[src/rtl/i2c_eeprom_pkg.sv]
// package for the i2c eeprom byte access master
// holds field widths, register indexes, reset values, the operation type and the sequencer phase type
// no dependencies
`timescale 1ns / 1ps

package i2c_eeprom_pkg;

    localparam int WAIT_COUNT_BITS = 20;
    localparam int CFG_ADDR_BITS   = 3;
    localparam int S_TDATA_BITS    = 24;
    localparam int S_TUSER_BITS    = 2;
    localparam int M_TDATA_BITS    = 16;

    // register indexes on the configuration port
    localparam logic REG_DEVICE_ADDRESS   = 1'b0;
    localparam logic REG_WRITE_WAIT_TICKS = 1'b1;

    localparam logic [6:0]                 DEVICE_ADDRESS_RESET   = 7'd80;
    localparam logic [WAIT_COUNT_BITS-1:0] WRITE_WAIT_TICKS_RESET = WAIT_COUNT_BITS'(1000);

    typedef enum logic [1:0] {
        OP_TICK  = 2'd0,
        OP_WRITE = 2'd1,
        OP_READ  = 2'd2,
        OP_NONE  = 2'd3
    } op_t;

    typedef enum logic [15:0] {
        PH_IDLE    = 16'b0000_0000_0000_0001,
        PH_ST_A    = 16'b0000_0000_0000_0010,
        PH_ST_B    = 16'b0000_0000_0000_0100,
        PH_TX_DEVW = 16'b0000_0000_0000_1000,
        PH_TX_ADDR = 16'b0000_0000_0001_0000,
        PH_TX_DATA = 16'b0000_0000_0010_0000,
        PH_RS_A    = 16'b0000_0000_0100_0000,
        PH_RS_B    = 16'b0000_0000_1000_0000,
        PH_RS_C    = 16'b0000_0001_0000_0000,
        PH_RS_D    = 16'b0000_0010_0000_0000,
        PH_TX_DEVR = 16'b0000_0100_0000_0000,
        PH_RX      = 16'b0000_1000_0000_0000,
        PH_SP_A    = 16'b0001_0000_0000_0000,
        PH_SP_B    = 16'b0010_0000_0000_0000,
        PH_SP_C    = 16'b0100_0000_0000_0000,
        PH_WAIT    = 16'b1000_0000_0000_0000
    } phase_t;

endpackage

[src/rtl/i2c_eeprom_byte_access_master_core.sv]
// i2c eeprom byte access master: half-bit sequencer with apb configuration
// depends on i2c_eeprom_pkg
`timescale 1ns / 1ps

// usage
// each input word on the s_ channel is one half-bit tick of the bus clock. it carries
// the sampled sda level and, while the block is idle, an optional byte write or byte
// read request (s_tuser). every accepted tick produces exactly one result word on the
// m_ channel with the scl/sda drive levels, busy, done and the last byte read.
// a write runs start, device write address, memory address, data, stop and then stays
// busy for write_wait_ticks ticks; a read runs start, device address, memory address,
// repeated start, device read address, eight data bits, a not-acknowledge clock, stop.
// the result of a tick is registered and valid in the cycle after it is accepted.
// throughput: one tick per cycle while no result word is stalled; the sequencer
// state and the result register are both updated in the accepting cycle.
// when the receiver stalls, the result register holds its word and s_tready drops only
// while that word is stalled, so no tick is lost or repeated.
// reset (aresetn low, synchronous) returns the sequencer to idle, empties the result
// register and loads device_address 0x50 and write_wait_ticks 1000.
// user must write configuration at apb byte addresses 0 and 4 while idle; unenforced.
module i2c_eeprom_byte_access_master_core (
    input  logic                                    aclk,
    input  logic                                    aresetn,
    input  logic                                    s_tvalid,
    output logic                                    s_tready,
    // [7:0] mem_address, [15:8] write_data, [16] sda_in, [23:17] zero
    input  logic [i2c_eeprom_pkg::S_TDATA_BITS-1:0] s_tdata,
    // [1:0] operation
    input  logic [i2c_eeprom_pkg::S_TUSER_BITS-1:0] s_tuser,
    output logic                                    m_tvalid,
    input  logic                                    m_tready,
    // [0] scl_level, [1] sda_release, [2] busy_res, [3] done_res, [11:4] read_data,
    // [15:12] zero
    output logic [i2c_eeprom_pkg::M_TDATA_BITS-1:0] m_tdata,
    input  logic                                    psel,
    input  logic                                    penable,
    input  logic                                    pwrite,
    input  logic [i2c_eeprom_pkg::CFG_ADDR_BITS-1:0] paddr,
    input  logic [31:0]                             pwdata,
    output logic [31:0]                             prdata,
    output logic                                    pready
);

    import i2c_eeprom_pkg::*;

    logic [6:0]                 device_address_reg;
    logic [WAIT_COUNT_BITS-1:0] write_wait_ticks_reg;

    phase_t                     phase_reg, phase_next;
    logic                       half_bit_reg, half_bit_next;
    logic [3:0]                 bit_count_reg, bit_count_next;
    logic [7:0]                 shift_byte_reg, shift_byte_next;
    logic [7:0]                 latched_address_reg, latched_address_next;
    logic [7:0]                 latched_data_reg, latched_data_next;
    logic                       is_read_reg, is_read_next;
    logic [WAIT_COUNT_BITS-1:0] wait_count_reg, wait_count_next;
    logic [7:0]                 last_read_reg, last_read_next;

    logic                       m_tvalid_reg;
    logic [M_TDATA_BITS-1:0]    m_tdata_reg, m_tdata_next;

    logic                       s_accept;
    logic                       cfg_write;
    op_t                        op;
    logic [7:0]                 in_mem_address;
    logic [7:0]                 in_write_data;
    logic                       in_sda;
    logic                       scl_o, sda_o, busy_o, done_o;
    logic                       byte_end;
    phase_t                     cur_phase;
    logic [WAIT_COUNT_BITS-1:0] wait_dec;

    assign pready    = 1'b1;
    assign cfg_write = psel & penable & pwrite & pready;

    always_comb begin
        unique case (paddr[2])
            REG_DEVICE_ADDRESS:   prdata = {25'd0, device_address_reg};
            REG_WRITE_WAIT_TICKS: prdata = 32'(write_wait_ticks_reg);
            default:              prdata = 32'd0;
        endcase
    end

    always_ff @(posedge aclk) begin
        if (!aresetn) begin
            device_address_reg   <= DEVICE_ADDRESS_RESET;
            write_wait_ticks_reg <= WRITE_WAIT_TICKS_RESET;
        end else if (cfg_write) begin
            unique case (paddr[2])
                REG_DEVICE_ADDRESS:   device_address_reg <= pwdata[6:0];
                REG_WRITE_WAIT_TICKS: write_wait_ticks_reg <= pwdata[WAIT_COUNT_BITS-1:0];
                default: ;
            endcase
        end
    end

    // result register frees up when its word is taken
    assign s_tready = !m_tvalid_reg || m_tready;
    assign s_accept = s_tvalid && s_tready;
    assign m_tvalid = m_tvalid_reg;
    assign m_tdata  = m_tdata_reg;

    assign op             = op_t'(s_tuser[1:0]);
    assign in_mem_address = s_tdata[7:0];
    assign in_write_data  = s_tdata[15:8];
    assign in_sda         = s_tdata[16];
    assign wait_dec       = wait_count_reg - WAIT_COUNT_BITS'(1);

    always_comb begin
        phase_next           = phase_reg;
        half_bit_next        = half_bit_reg;
        bit_count_next       = bit_count_reg;
        shift_byte_next      = shift_byte_reg;
        latched_address_next = latched_address_reg;
        latched_data_next    = latched_data_reg;
        is_read_next         = is_read_reg;
        wait_count_next      = wait_count_reg;
        last_read_next       = last_read_reg;
        scl_o                = 1'b1;
        sda_o                = 1'b1;
        busy_o               = 1'b1;
        done_o               = 1'b0;
        byte_end             = 1'b0;
        cur_phase            = phase_reg;

        // a request in idle starts the first start tick in the same cycle
        if (phase_reg == PH_IDLE && (op == OP_WRITE || op == OP_READ)) begin
            latched_address_next = in_mem_address;
            latched_data_next    = in_write_data;
            is_read_next         = (op == OP_READ);
            cur_phase            = PH_ST_A;
        end

        unique case (cur_phase)
            PH_ST_A: begin
                sda_o      = 1'b0;
                phase_next = PH_ST_B;
            end
            PH_ST_B: begin
                scl_o           = 1'b0;
                sda_o           = 1'b0;
                phase_next      = PH_TX_DEVW;
                shift_byte_next = {device_address_reg, 1'b0};
                bit_count_next  = 4'd0;
                half_bit_next   = 1'b0;
            end
            PH_TX_DEVW, PH_TX_ADDR, PH_TX_DATA, PH_TX_DEVR: begin
                scl_o = half_bit_reg;
                if (!bit_count_reg[3]) begin
                    sda_o = shift_byte_reg[7];
                    if (half_bit_reg) begin
                        shift_byte_next = {shift_byte_reg[6:0], 1'b0};
                        bit_count_next  = bit_count_reg + 4'd1;
                    end
                end else begin
                    // acknowledge clock, data line released
                    sda_o    = 1'b1;
                    byte_end = half_bit_reg;
                end
                half_bit_next = ~half_bit_reg;
                if (byte_end) begin
                    bit_count_next = 4'd0;
                    half_bit_next  = 1'b0;
                    unique case (cur_phase)
                        PH_TX_DEVW: begin
                            phase_next      = PH_TX_ADDR;
                            shift_byte_next = latched_address_reg;
                        end
                        PH_TX_ADDR: begin
                            if (is_read_reg) begin
                                phase_next     = PH_RS_A;
                                bit_count_next = bit_count_reg;
                                half_bit_next  = ~half_bit_reg;
                            end else begin
                                phase_next      = PH_TX_DATA;
                                shift_byte_next = latched_data_reg;
                            end
                        end
                        PH_TX_DATA: begin
                            phase_next     = PH_SP_A;
                            bit_count_next = bit_count_reg;
                            half_bit_next  = ~half_bit_reg;
                        end
                        default: begin
                            phase_next      = PH_RX;
                            shift_byte_next = 8'd0;
                        end
                    endcase
                end
            end
            PH_RS_A: begin
                scl_o      = 1'b0;
                phase_next = PH_RS_B;
            end
            PH_RS_B: begin
                phase_next = PH_RS_C;
            end
            PH_RS_C: begin
                sda_o      = 1'b0;
                phase_next = PH_RS_D;
            end
            PH_RS_D: begin
                scl_o           = 1'b0;
                sda_o           = 1'b0;
                phase_next      = PH_TX_DEVR;
                shift_byte_next = {device_address_reg, 1'b1};
                bit_count_next  = 4'd0;
                half_bit_next   = 1'b0;
            end
            PH_RX: begin
                scl_o = half_bit_reg;
                if (!bit_count_reg[3]) begin
                    if (half_bit_reg) begin
                        shift_byte_next = {shift_byte_reg[6:0], in_sda};
                        bit_count_next  = bit_count_reg + 4'd1;
                    end
                end else if (half_bit_reg) begin
                    phase_next = PH_SP_A;
                end
                half_bit_next = ~half_bit_reg;
            end
            PH_SP_A: begin
                scl_o      = 1'b0;
                sda_o      = 1'b0;
                phase_next = PH_SP_B;
            end
            PH_SP_B: begin
                sda_o      = 1'b0;
                phase_next = PH_SP_C;
            end
            PH_SP_C: begin
                if (is_read_reg) begin
                    last_read_next = shift_byte_reg;
                    done_o         = 1'b1;
                    busy_o         = 1'b0;
                    phase_next     = PH_IDLE;
                end else if (write_wait_ticks_reg == '0) begin
                    done_o     = 1'b1;
                    busy_o     = 1'b0;
                    phase_next = PH_IDLE;
                end else begin
                    wait_count_next = write_wait_ticks_reg;
                    phase_next      = PH_WAIT;
                end
            end
            PH_WAIT: begin
                wait_count_next = wait_dec;
                if (wait_dec == '0) begin
                    done_o     = 1'b1;
                    busy_o     = 1'b0;
                    phase_next = PH_IDLE;
                end
            end
            default: begin
                busy_o     = 1'b0;
                phase_next = PH_IDLE;
            end
        endcase

        m_tdata_next = {4'd0, last_read_next, done_o, busy_o, sda_o, scl_o};
    end

    always_ff @(posedge aclk) begin
        if (!aresetn) begin
            phase_reg           <= PH_IDLE;
            half_bit_reg        <= 1'b0;
            bit_count_reg       <= 4'd0;
            shift_byte_reg      <= 8'd0;
            latched_address_reg <= 8'd0;
            latched_data_reg    <= 8'd0;
            is_read_reg         <= 1'b0;
            wait_count_reg      <= '0;
            last_read_reg       <= 8'd0;
            m_tvalid_reg        <= 1'b0;
        end else begin
            if (s_accept) begin
                phase_reg           <= phase_next;
                half_bit_reg        <= half_bit_next;
                bit_count_reg       <= bit_count_next;
                shift_byte_reg      <= shift_byte_next;
                latched_address_reg <= latched_address_next;
                latched_data_reg    <= latched_data_next;
                is_read_reg         <= is_read_next;
                wait_count_reg      <= wait_count_next;
                last_read_reg       <= last_read_next;
            end
            if (s_tready) begin
                m_tvalid_reg <= s_tvalid;
            end
        end
    end

    always_ff @(posedge aclk) begin
        if (s_accept) begin
            m_tdata_reg <= m_tdata_next;
        end
    end

endmodule

[config.mk]
export PLATFORM = sky130hd
export DESIGN_NAME = i2c_eeprom_byte_access_master_core
export DESIGN_NICKNAME = d
export VERILOG_FILES = /design/src/rtl/i2c_eeprom_pkg.sv /design/src/rtl/i2c_eeprom_byte_access_master_core.sv
export SDC_FILE = /design/constraint.sdc
export NUM_CORES = 1
export LEC_CHECK = 0
export BUFFER_PORTS_ARGS = -buffer_cell sky130_fd_sc_hd__buf_2
export CAP_MARGIN = 40
export CORE_MARGIN = 2
export CORE_UTILIZATION = 55
export CTS_CLUSTER_DIAMETER = 60
export DETAILED_ROUTE_END_ITERATION = 16
export PLACE_DENSITY_LB_ADDON = 0.12
export SLEW_MARGIN = 20
export SYNTH_ARGS = -nofsm -noshare
export SYNTH_HDL_FRONTEND = slang
export SYNTH_SLANG_ARGS = --single-unit
[constraint.sdc]
create_clock -name aclk -period 4 [get_ports aclk]
set_input_delay 0.4 -clock aclk [delete_from_list [all_inputs] [get_ports aclk]]
set_output_delay 0.4 -clock aclk [all_outputs]
set_load 0.1 [all_outputs]
; ---- Word-level counts from Yosys, hierarchy flattened
; Cells that the tools add are included.
[op_classes]
eq_ne = 27
addsub = 2
muxes = 47
reduce_logical = 24
bitwise = 4
[ops]
columns = op, n
row1 = $pmux 16 s12, 1
row2 = $mux 16, 7
row3 = $mux 8, 8
row4 = $pmux 32 s2, 1
row5 = $logic_not 20->1, 2
row6 = $mux 20, 2
row7 = $pmux 20 s2, 1
row8 = $pmux 13 s3, 1
row9 = $pmux 8 s4, 1
row10 = $pmux 8 s3, 1
row11 = $sub 20x1->20 const B, 1
row12 = $eq 16x1->1 const B, 1
row13 = $eq 16x10->1 const B, 1
row14 = $eq 16x11->1 const B, 1
row15 = $eq 16x12->1 const B, 1
row16 = $eq 16x13->1 const B, 1
row17 = $eq 16x14->1 const B, 1
row18 = $eq 16x15->1 const B, 1
row19 = $eq 16x16->1 const B, 1
row20 = $eq 16x2->1 const B, 1
row21 = $eq 16x3->1 const B, 1
row22 = $eq 16x4->1 const B, 1
row23 = $eq 16x5->1 const B, 1
row24 = $eq 16x6->1 const B, 1
row25 = other kinds (32), 65
[word_totals]
word_cells = 117
out_inout_bits = 51
regBits = 114
in_bits = 68

; ---- Logic depth before layout (Yosys ltp)
; Gate-level depths: netlist (run 1).
[logic_depth]
ltp_word = 9
ltp_mapped = 11
mapped_depth_nobuf = 9

; ---- Least setup slack after synthesis (run 1)
; OpenSTA, ideal clock, no wires.
[synth_path]
path_kind = register -> register
from = register m_tvalid_reg (netlist: m_tvalid)
to = register bit_count_reg[2]
path_buffers = 0
slack_ns = 0.449
synth_period_minus_slack_ns = 3.551
required_ns = 3.868
setup_ns = 0.132
t_arrival_ns = 3.419
stages_incl_launch_ff = 8
cell_sequence = dfxtp_1 > nand2b_1 > nand2_1 > clkinv_1 > o21ai_1 > o21bai_1 > nand4bb_1 > a21oi_1
[synth_between]
elab_chain_len = 4
[synth_lines]
columns = element, line_no
row1 = from (decl), i2c_eeprom_byte_access_master_core.sv:59  ; logic m_tvalid_reg;
row2 = from (signal assigned), i2c_eeprom_byte_access_master_core.sv:288  ; m_tvalid_reg <= s_tvalid;
row3 = $logic_not 1->1, i2c_eeprom_byte_access_master_core.sv:98  ; assign s_tready = !m_tvalid_reg || m_tready;
row4 = $logic_or 1x1->1, i2c_eeprom_byte_access_master_core.sv:98
row5 = named net s_tready, i2c_eeprom_byte_access_master_core.sv:25  ; output logic s_tready,
row6 = $logic_and 1x1->1, i2c_eeprom_byte_access_master_core.sv:99  ; assign s_accept = s_tvalid && s_tready;
row7 = named net s_accept, i2c_eeprom_byte_access_master_core.sv:62  ; logic s_accept;
row8 = $reduce_and 4->1 (no source line), -
row9 = to (signal assigned), i2c_eeprom_byte_access_master_core.sv:279  ; bit_count_reg <= bit_count_next;
row10 = to (decl), i2c_eeprom_byte_access_master_core.sv:51  ; logic [3:0] bit_count_reg, bit_count_next;
; The timed path passes the listed nets, and every way through them passes these cells.
; A chain may end at the register's enable or synchronous reset.

; ---- Worst setup path in the final report (run 1)
[layout_path]
from = register wait_count_reg[0]
to = register phase_reg[9]
[layout_between]
elab_chain_len = 4
[layout_lines]
columns = element, line_no
row1 = from (decl), i2c_eeprom_byte_access_master_core.sv:56  ; logic [WAIT_COUNT_BITS-1:0] wait_count_reg, wait_count_next;
row2 = from (signal assigned), i2c_eeprom_byte_access_master_core.sv:284  ; wait_count_reg <= wait_count_next;
row3 = $sub 20x1->20, i2c_eeprom_byte_access_master_core.sv:107  ; assign wait_dec = wait_count_reg - WAIT_COUNT_BITS'(1);
row4 = $logic_not 20->1, i2c_eeprom_byte_access_master_core.sv:248  ; if (wait_dec == '0) begin
row5 = $ne 2x2->1 (no source line), -
row6 = $reduce_and 5->1 (no source line), -
row7 = to (signal assigned), i2c_eeprom_byte_access_master_core.sv:277  ; phase_reg <= phase_next;
row8 = to (decl), i2c_eeprom_byte_access_master_core.sv:49  ; phase_t phase_reg, phase_next;
; Every way passes these cells.

==> results.txt, run 1 <==
final slew viol count: 0
Ys Warns: 0
largest net degree at the start of global routing: 47
Cell Pwr Density: 447 mW/mm²
max incr delay on CP: 540 ps
switch share: 26.1%
CP Capture Point: phase_reg[9]
Netlist cell types: 77
CP required: 4280 ps
cell type with the highest aggregate area in the netlist: dfxtp_1
Mapped Area: 0.00629 mm²
clk sink count: 113
EDFF count, synth: 12
Worst Path Arrival: 3540 ps
Worst Setup End Kind: flip-flop
GR Util All Layers: 27.2%
drt total wl: 16400 µm
root buf cell: clkbuf_16
slowest stage cell, crit path: or4b_1
die area: 0.0123 mm²
asr flop ratio synth: 0%
flop-to-flop setup slack: 750 ps
setup_tns: 0 ps
vias: 5756
Pwr Total: 3270 µW
Pint: 2420 µW
DRT iter0 DRCs: 411
Max Root-Sink Buffers: 2
Slew headroom: 46.9%
Routed Antenna Nets: 0
Die W: 111 µm
Mapped Avg Cell Area: 8.29 µm²
final period utilization: 81.3%
Finished Cell Area: 0.00731 mm²
fmax: 0.307 GHz
fill cell count: 962
skew final: 8.79 ps
vias per inst: 5.93
Leak: 0.00304 µW
layout cells sized above 1: 21.4%
crit path from: wait_count_reg[0]
initial antenna violation count: 0
#FFs+latches synth: 113
IO Count: 119
register area: 0.00238 mm²
Fin. Hold Viols: 0
Setup Buffers After CTS: 0
Num CTS Buffers: 17
CTS tree: yes
vias in the first global route: 5563
hpwl dp: 11300 µm
reg2reg end: phase_reg[9]
dominant synthesized flop cell: dfxtp_1
Setup-failing EPs final: 0
Placed Area: 0.00663 mm²
Clock transition at path regs: 50 ps
Initial Utilization: 55.8%
first-pass GRT wire length: 27200 µm
final core occ: 64.9%
Tightest Hold Check Type: input port to flip-flop
post-CTS sizing: 0
GRT overflow: 0
largest cells by area after synthesis: dfxtp_1, nand2_1, edfxtp_1
GP Congestion: 0.888
Peak VDD IR: 0.000457 V
combinational power share: 12.0%
commonest non-fill, non-tap cells in the layout: nand2_1, dfxtp_1, buf_2, nor2_1, a21oi_1
fin nets: 887
area occupied by multi-input gates: 0.00354 mm²
Die Ht: 111 µm
critical path cell sequence: inv_1 -> ha_1 -> or4b_1 -> xnor2_1 -> o31a_1 -> or4_4 -> o41ai_4 -> nand2_2 -> mux2i_1
Max FO, Critical Path: 12
Residual DRC: 0
sequential area share after synthesis: 37.9%
leading cell type in the layout, fill and taps excluded: nand2_1
R2R cell count: 9
Startpoint Class: flip-flop
Area Growth Syn to Fin: 16.3%
sequential power share: 36.9%
hold buffers post-CTS: 0
max cap viols: 0
outcome: finished clean
PortBufs: 80
number of H-tree levels: 4
RSZ-0062 raised after global routing: false
crit path time final: 3250 ps
Worst-Margin Slew: 796 ps
area of the core: 0.0113 mm²
top cell type's share of synthesized area: 32.2%
Switch Pwr: 853 µW
Rows: 39
Routed WL per cell: 16.9 µm
clock share of power: 51.1%
crit path kind: flip-flop to flip-flop
worst skew pair latency: 410 ps
# diodes: 0
R2R Path Start: wait_count_reg[0]
synthesized instance count: 759
Pre-antenna DRT Iters: 5
-- area by class of cell --
cell class                 instances  share of cell area, %
clock inverter                     9                   2.04
clock buffer                      23                   6.98
timing repair buffer              91                   6.76
inverter                          15                  0.770
multi-input combinational        577                   48.4
tap                              143                   2.45
sequential                       113                   32.6
-- worst min-delay path by stage --
stage | slack [ps] | start | cells past startpoint | endpoint
2_1_floorplan | 430 | last_read_reg[0] | 2 | last_read_reg[0]
3_3_place_gp | 440 | last_read_reg[0] | 2 | last_read_reg[0]
3_5_place_dp | 450 | last_read_reg[0] | 2 | last_read_reg[0]
4_1_cts | 190 | pwdata[7] | 3 | write_wait_ticks_reg[7]
5_1_grt | 200 | pwdata[8] | 3 | write_wait_ticks_reg[8]
6_report | 200 | pwdata[7] | 3 | write_wait_ticks_reg[7]
-- kinds of logic (layout without fill, tap and decap cells) --
logic type | Yosys count | count (layout) | share of synthesized area, %
xor+xnor | 10 | 10 | 1.39
flops | 113 | 113 | 37.9
fa+ha+maj | 4 | 4 | 0.796
simple gates | 326 | 326 | 26.9
mux | 51 | 51 | 8.56
buf+inv | 84 | 138 | 6.78
compound gates | 169 | 169 | 17.6
other cells | 2 | 17 | 0.119
-- power groups by stage --
stage / Sequential, µW / Clock [µW] / Combinational (µW)
after CTS: 1210 / 1690 / 392
after detailed placement: 1230 / 0 / 389
after global routing: 1210 / 1740 / 413
final: 1210 / 1670 / 393
after floorplan: 1290 / 0 / 268
after global placement: 1230 / 0 / 382
-- per-layer routing --
layer | routed length, µm | track usage, %
met5 | 0 | 0
met4 | 291 | 9.42
met3 | 1110 | 6.78
met2 | 7630 | 43.7
met1 | 7340 | 35.7
-- worst max-delay path: cells and delay by family (launching register included) --
kind | cells | cell delay, ps
adders and majority gates | 1 | 340
buffers and inverters | 1 | 80
muxes | 1 | 210
xor gates and xnor gates | 1 | 150
AOI/OAI and AO/OA | 2 | 630
DFF | 1 | 360
and+or+nand+nor | 3 | 1350
-- per-stage QoR --
stage          setup slack, ps  std cells  hold slack (ps)
2_1_floorplan              449        774              433
3_3_place_gp               823        935              440
6_report                   747        971              202
4_1_cts                    743        969              188
5_1_grt                    541        971              205
3_5_place_dp               756        937              447
-- synthesized netlist by cell type, types with 5 or more instances --
cell type	instances
and2_1	19
nor2_1	76
xnor2_1	6
nand3_1	20
a22oi_1	10
mux2_2	22
a22oi_2	7
a21oi_1	68
clkbuf_1	35
o21a_1	8
o22ai_1	5
nor4_2	5
or4_1	5
edfxtp_1	12
buf_2	7
nor3_1	17
nor4_1	12
o21ai_0	29
nand4b_1	5
nand2b_1	6
nand2_1	106
buf_4	19
inv_1	14
dfxtp_1	101
nand4_1	12
or3_1	6
mux2i_1	29
(Power assumes the default switching activity.)
==> run 2: changes to the inputs <==
--- a/config.mk
+++ b/config.mk
@@ -8,7 +8,7 @@
 export BUFFER_PORTS_ARGS = -buffer_cell sky130_fd_sc_hd__buf_2
 export CAP_MARGIN = 40
 export CORE_MARGIN = 2
-export CORE_UTILIZATION = 55
+export CORE_UTILIZATION = 51
 export CTS_CLUSTER_DIAMETER = 60
 export DETAILED_ROUTE_END_ITERATION = 16
 export PLACE_DENSITY_LB_ADDON = 0.12
==> constraint.sdc (replaced) <==
create_clock -name aclk -period 2.9 [get_ports aclk]
set_input_delay 0.29 -clock aclk [delete_from_list [all_inputs] [get_ports aclk]]
set_output_delay 0.29 -clock aclk [all_outputs]
set_load 0.1 [all_outputs]
==> run 2 against run 1 <==
Utilization shrank 1.6 points. Power grew 38%. Worst hold slack lost 120 ps. Final cell count grew 3.9%. Sequential power grew 37%. Cell area grew 4.0%. Largest cell class unchanged. Highest routed layer unchanged.
==> results.txt, run 2 (same netlist as run 1, synthesis figures left out) <==
outcome: finished clean
Pre-antenna DRT Iters: 7 (+2)
Routed WL per cell: 17.0 µm (+0.60%)
max cap viols: 0 (unchanged)
Area Growth Syn to Fin: 20.9%
root buf cell: clkbuf_16
PortBufs: 80 (unchanged)
Placed Area: 0.00694 mm² (+4.7%)
clock share of power: 50.7% (-0.4 points)
Num CTS Buffers: 17 (unchanged)
Slew headroom: 61.6% (+15 points)
Buf/Inv on CP: 2 (+1)
clk sink count: 113 (unchanged)
Final Hold Slack: 81.0 ps (-121 ps)
Placement Setup Slack: 45.0 ps (-711 ps)
number of H-tree levels: 4 (unchanged)
Startpoint Class: flip-flop
Pwr Total: 4500 µW (+38%)
slowest stage cell, crit path: or4b_4
commonest non-fill, non-tap cells in the layout: nand2_1, dfxtp_1, buf_2, nor2_1, a21oi_1
Setup-failing EPs final: 0 (unchanged)
CP required: 3200 ps (-1080 ps)
flop-to-flop setup slack: 80 ps (-670 ps)
GP Congestion: 0.909 (+2.3%)
Worst Setup End Kind: flip-flop
combinational power share: 12.5% (+0.5 points)
die area: 0.0132 mm² (+7.5%)
Switch Pwr: 1180 µW (+38%)
Initial Utilization: 52.4% (-3.4 points)
vias per inst: 5.83 (-1.6%)
GR Util All Layers: 26.6% (-0.55 points)
PnR worst setup slack: 81.1 ps (-666 ps)
Finished Cell Area: 0.00760 mm² (+4.0%)
Tightest Hold Check Type: input port to flip-flop
crit path time final: 2820 ps (-434 ps)
leading cell type in the layout, fill and taps excluded: nand2_1
Crit path max-delay family: simple AND/OR/NAND/NOR gates
skew final: 5.19 ps (-3.59 ps)
switch share: 26.1% (+0.053 points)
hold buffers post-CTS: 0 (unchanged)
final slew viol count: 0 (unchanged)
layout cells sized above 1: 24.7% (+3.3 points)
max incr delay on CP: 490 ps (-50 ps)
Residual DRC: 0 (unchanged)
area of the core: 0.0120 mm² (+6.6%)
Leak: 0.00321 µW (+5.5%)
GRT overflow: 0 (unchanged)
hpwl dp: 12200 µm (+8.0%)
Worst Path Arrival: 3110 ps (-430 ps)
setup_tns: 0 ps (unchanged)
Clock transition at path regs: 50 ps (about the same)
final period utilization: 97.2% (+16 points)
Max Root-Sink Buffers: 2 (unchanged)
vias: 5886 (+2.3%)
Max FO, Critical Path: 5 (-7)
sequential power share: 36.9% (about the same)
fin nets: 922 (+3.9%)
Die W: 115 µm (+3.7%)
DRT iter0 DRCs: 453 (+10%)
# diodes: 0 (unchanged)
drt total wl: 17100 µm (+4.5%)
Worst-Margin Slew: 576 ps (-220 ps)
Rows: 40 (+2.6%)
CTS tree: yes
Routed Antenna Nets: 0 (unchanged)
Fin. Hold Viols: 0 (unchanged)
largest net degree at the start of global routing: 47 (unchanged)
IO Count: 119 (unchanged)
Cell Pwr Density: 592 mW/mm² (+32%)
initial antenna violation count: 0 (unchanged)
first-pass GRT wire length: 27800 µm (+2.2%)
worst skew pair latency: 410 ps (about the same)
critical path cell sequence: inv_1 -> ha_1 -> or4b_4 -> xnor2_1 -> o31a_1 -> or4_4 -> o41ai_4 -> buf_4 -> a21oi_1 -> a311o_1
Die Ht: 115 µm (+3.7%)
vias in the first global route: 5491 (-1.3%)
fmax: 0.355 GHz (+15%)
fill cell count: 1003 (+4.3%)
crit path kind: flip-flop to flip-flop
Pint: 3330 µW (+38%)
Peak VDD IR: 0.000428 V (-6.3%)
## run 2: tightest hold or removal path: stages
cell     delay [ps]
buf_2            70
nand2_1          40
nand3_1          60
## run 2: final timing paths
kind,startpoint,to,depth (start not counted)
worst max-delay path,wait_count_reg[1],phase_reg[0],10
worst min-delay path,pwdata[8],write_wait_ticks_reg[8],3
worst max register to register,wait_count_reg[1],phase_reg[0],10
worst min register to register,wait_count_reg[19],wait_count_reg[19],2
## run 2: area by class of cell
| cell class | count | area (µm²) | share of cell area [%] |
|---|---|---|---|
| Clock buffer | 21 | 460 | 6.05 |
| Clock inverter | 10 | 183 | 2.40 |
| Inverter | 15 | 56.3 | 0.740 |
| Multi-Input combinational cell | 577 | 3550 | 46.6 |
| Sequential cell | 113 | 2380 | 31.3 |
| Tap cell | 147 | 184 | 2.42 |
| Timing Repair Buffer | 126 | 791 | 10.4 |
## run 2: per-stage QoR
step                      std cells  util [%]
after floorplan                 774         -
after global placement          975      57.6
after detailed placement        976      57.8
after CTS                      1007      63.2
after global routing           1009      63.3
final                          1009      63.3
## run 2: repair_timing
action | in CTS | in global routing
resized for setup | 0 | 1
hold endpoints to repair | 0 | 0
setup buffers | 0 | 1
setup endpoints to repair | 0 | 16
## run 2: power by group through the flow
stage | clock (µW) | sequential, µW | combinational, µW
after CTS | 2300 | 1660 | 563
after global placement | 0 | 1690 | 549
after global routing | 2360 | 1660 | 594
final | 2280 | 1660 | 562
after floorplan | 0 | 1780 | 369
after detailed placement | 0 | 1690 | 559
## run 2: metal layers
layer  vias up  GRT usage, %  share of wire [%]
li1       2856             -                  -
met1      2785          36.5                 45
met2       216          42.2                 46
met3        29          5.27                6.8
met4         0          8.76                2.0
met5         -             0                  0
==> run 3: changes to the inputs <==
--- a/config.mk
+++ b/config.mk
@@ -8,7 +8,7 @@
 export BUFFER_PORTS_ARGS = -buffer_cell sky130_fd_sc_hd__buf_2
 export CAP_MARGIN = 40
 export CORE_MARGIN = 2
-export CORE_UTILIZATION = 51
+export CORE_UTILIZATION = 55
 export CTS_CLUSTER_DIAMETER = 60
 export DETAILED_ROUTE_END_ITERATION = 16
 export PLACE_DENSITY_LB_ADDON = 0.12
==> constraint.sdc (replaced) <==
create_clock -name aclk -period 3 [get_ports aclk]
set_input_delay 0.3 -clock aclk [delete_from_list [all_inputs] [get_ports aclk]]
set_output_delay 0.3 -clock aclk [all_outputs]
set_load 0.1 [all_outputs]
==> run 3 against run 2 <==
Setup slack better by 1.3 ps. Largest power group unchanged. Utilization is 2.6 points higher. Critical path type unchanged. Register-to-register slack hardly changed. Power is 3.8% lower. Final cell count is 2.0% lower. Highest routed layer unchanged. Critical path depth stayed put. First-iteration DRC count is 3.1% higher. Worst hold slack better by 14 ps. Cell area is 2.2% lower. Via count hardly changed.
==> results.txt, run 3 (same netlist as run 1, synthesis figures left out) <==
outcome: finished clean
Routed WL per cell: 17.0 µm (+0.15%)
WHS Path Cells: 3 (unchanged)
largest net degree at the start of global routing: 47 (unchanged)
Num CTS Buffers: 17 (unchanged)
crit path from: wait_count_reg[1]
flop-to-flop setup slack: 80 ps (about the same)
CTS tree: yes
Startpoint Class: flip-flop
fill cell count: 942 (-6.1%)
Worst-Margin Slew: 829 ps (+253 ps)
IO Count: 119 (unchanged)
Worst Path Arrival: 3210 ps (+100 ps)
R2R Path Start: wait_count_reg[1]
GRT overflow: 0 (unchanged)
leading cell type in the layout, fill and taps excluded: nand2_1
met1 usage: 37.1% (+0.52 points)
final period utilization: 97.3% (about the same)
vias: 5882 (-0.068%)
Setup-failing EPs final: 0 (unchanged)
RSZ-0062 raised after global routing: true
met3 usage in global routing: 5.63% (+0.36 points)
Rows: 39 (-2.5%)
die area: 0.0123 mm² (-7.0%)
Initial Utilization: 55.8% (+3.4 points)
fmax: 0.343 GHz (-3.4%)
GRT Max-Usage Layer: met2
final slew viol count: 0 (unchanged)
DRT iter0 DRCs: 467 (+3.1%)
Peak VDD IR: 0.000397 V (-7.2%)
max cap viols: 0 (unchanged)
layout cells sized above 1: 23.8% (-0.95 points)
reg2reg end: phase_reg[8]
Pwr Total: 4330 µW (-3.8%)
first-pass GRT wire length: 28200 µm (+1.4%)
crit path kind: flip-flop to flip-flop
GR Util All Layers: 28.2% (+1.6 points)
Max Root-Sink Buffers: 2 (unchanged)
Slew headroom: 44.6% (-17 points)
vias in the first global route: 5687 (+3.6%)
commonest non-fill, non-tap cells in the layout: nand2_1, dfxtp_1, buf_2, nor2_1, a21oi_1
R2R cell count: 10 (unchanged)
hold buffers post-CTS: 0 (unchanged)
Die W: 111 µm (-3.6%)
clk sink count: 113 (unchanged)
PortBufs: 80 (unchanged)
Die Ht: 111 µm (-3.6%)
hpwl dp: 11700 µm (-3.4%)
Tightest Hold Check Type: input port to flip-flop
Residual DRC: 0 (unchanged)
area of the core: 0.0113 mm² (-6.2%)
Pre-antenna DRT Iters: 5 (-2)
CP Capture Point: phase_reg[8]
GP Congestion: 0.929 (+2.3%)
met2 Use GR: 45.2% (+3.0 points)
fin nets: 905 (-1.8%)
Routed Antenna Nets: 0 (unchanged)
vias per inst: 5.95 (+2.0%)
initial antenna violation count: 0 (unchanged)
root buf cell: clkbuf_16
# diodes: 0 (unchanged)
drt total wl: 16800 µm (-1.8%)
Cell Pwr Density: 582 mW/mm² (-1.6%)
Final Hold Slack: 94.6 ps (+13.5 ps)
Max FO, Critical Path: 12 (+7)
Fin. Hold Viols: 0 (unchanged)
skew final: 5.29 ps (+0.0983 ps)
crit path time final: 2920 ps (+98.7 ps)
Leak: 0.00311 µW (-3.1%)
setup_tns: 0 ps (unchanged)
CP required: 3300 ps (+100 ps)
Area Growth Syn to Fin: 18.2%
number of H-tree levels: 4 (unchanged)
Worst Setup End Kind: flip-flop
Clock transition at path regs: 50 ps (about the same)
worst skew pair latency: 420 ps (about the same)
run 3: cell types whose count changed in the layout (fill, tap and decap cells not counted), sizes merged:
cell,delta
clkbuf,-2
buf,-17
clkinv,+2
inv,+1
run 3: metal layers:
metal  wire length, µm  share of wire [%]
met5                 0                  0
met4               333                2.0
met3              1220                7.3
met2              7950                 47
met1              7280                 43
run 3: worst min-delay path by stage:
stage / slack (ps) / endpoint / start
after floorplan: 420 / m_tvalid / s_tvalid
after global placement: 440 / last_read_reg[0] / last_read_reg[0]
after detailed placement: 450 / last_read_reg[0] / last_read_reg[0]
after CTS: 80 / write_wait_ticks_reg[7] / pwdata[7]
after global routing: 90 / write_wait_ticks_reg[7] / pwdata[7]
final: 90 / write_wait_ticks_reg[7] / pwdata[7]
run 3: worst max-delay path, cell delays in order, from the launching register on:
cell and delay (ps):
dfxtp_2 340, inv_2 60, ha_2 170, or4b_4 480
xnor2_1 140, o31a_1 240, or4_4 440, o41ai_4 520
nand2_2 80, buf_6 180, mux2i_1 130
run 3: cell type report:
type / instances / area [µm²] / share of cell area, %
inverter: 15 / 56.3 / 0.757
clock inverter: 13 / 210 / 2.83
sequential: 113 / 2380 / 32.1
multi-input combinational: 577 / 3550 / 47.7
clock buffer: 19 / 433 / 5.82
tap: 143 / 179 / 2.41
timing repair buffer: 109 / 622 / 8.36
run 3: repair_timing:
action / in CTS / in global routing
setup buffers: 0 / 0
endpoints found under the hold margin: 0 / 0
resized for setup: 0 / 5
setup endpoints to repair: 0 / 14
run 3: where the power goes:
| group | switching (µW) | total, µW | internal [µW] |
|---|---|---|---|
| Sequential | 31.8 | 1610 | 1580 |
| Combinational | 407 | 530 | 123 |
| Clock | 718 | 2190 | 1470 |
run 3: through the flow:
stage	setup slack [ps]	util, %	cells	instance area (µm²)
final	82.4	66.0	989	7430
after global routing	-13.6	66.0	989	7430
after CTS	128	65.8	988	7420
after detailed placement	149	60.1	956	6770
after global placement	211	60.1	956	6770
after floorplan	49.3	-	774	6350
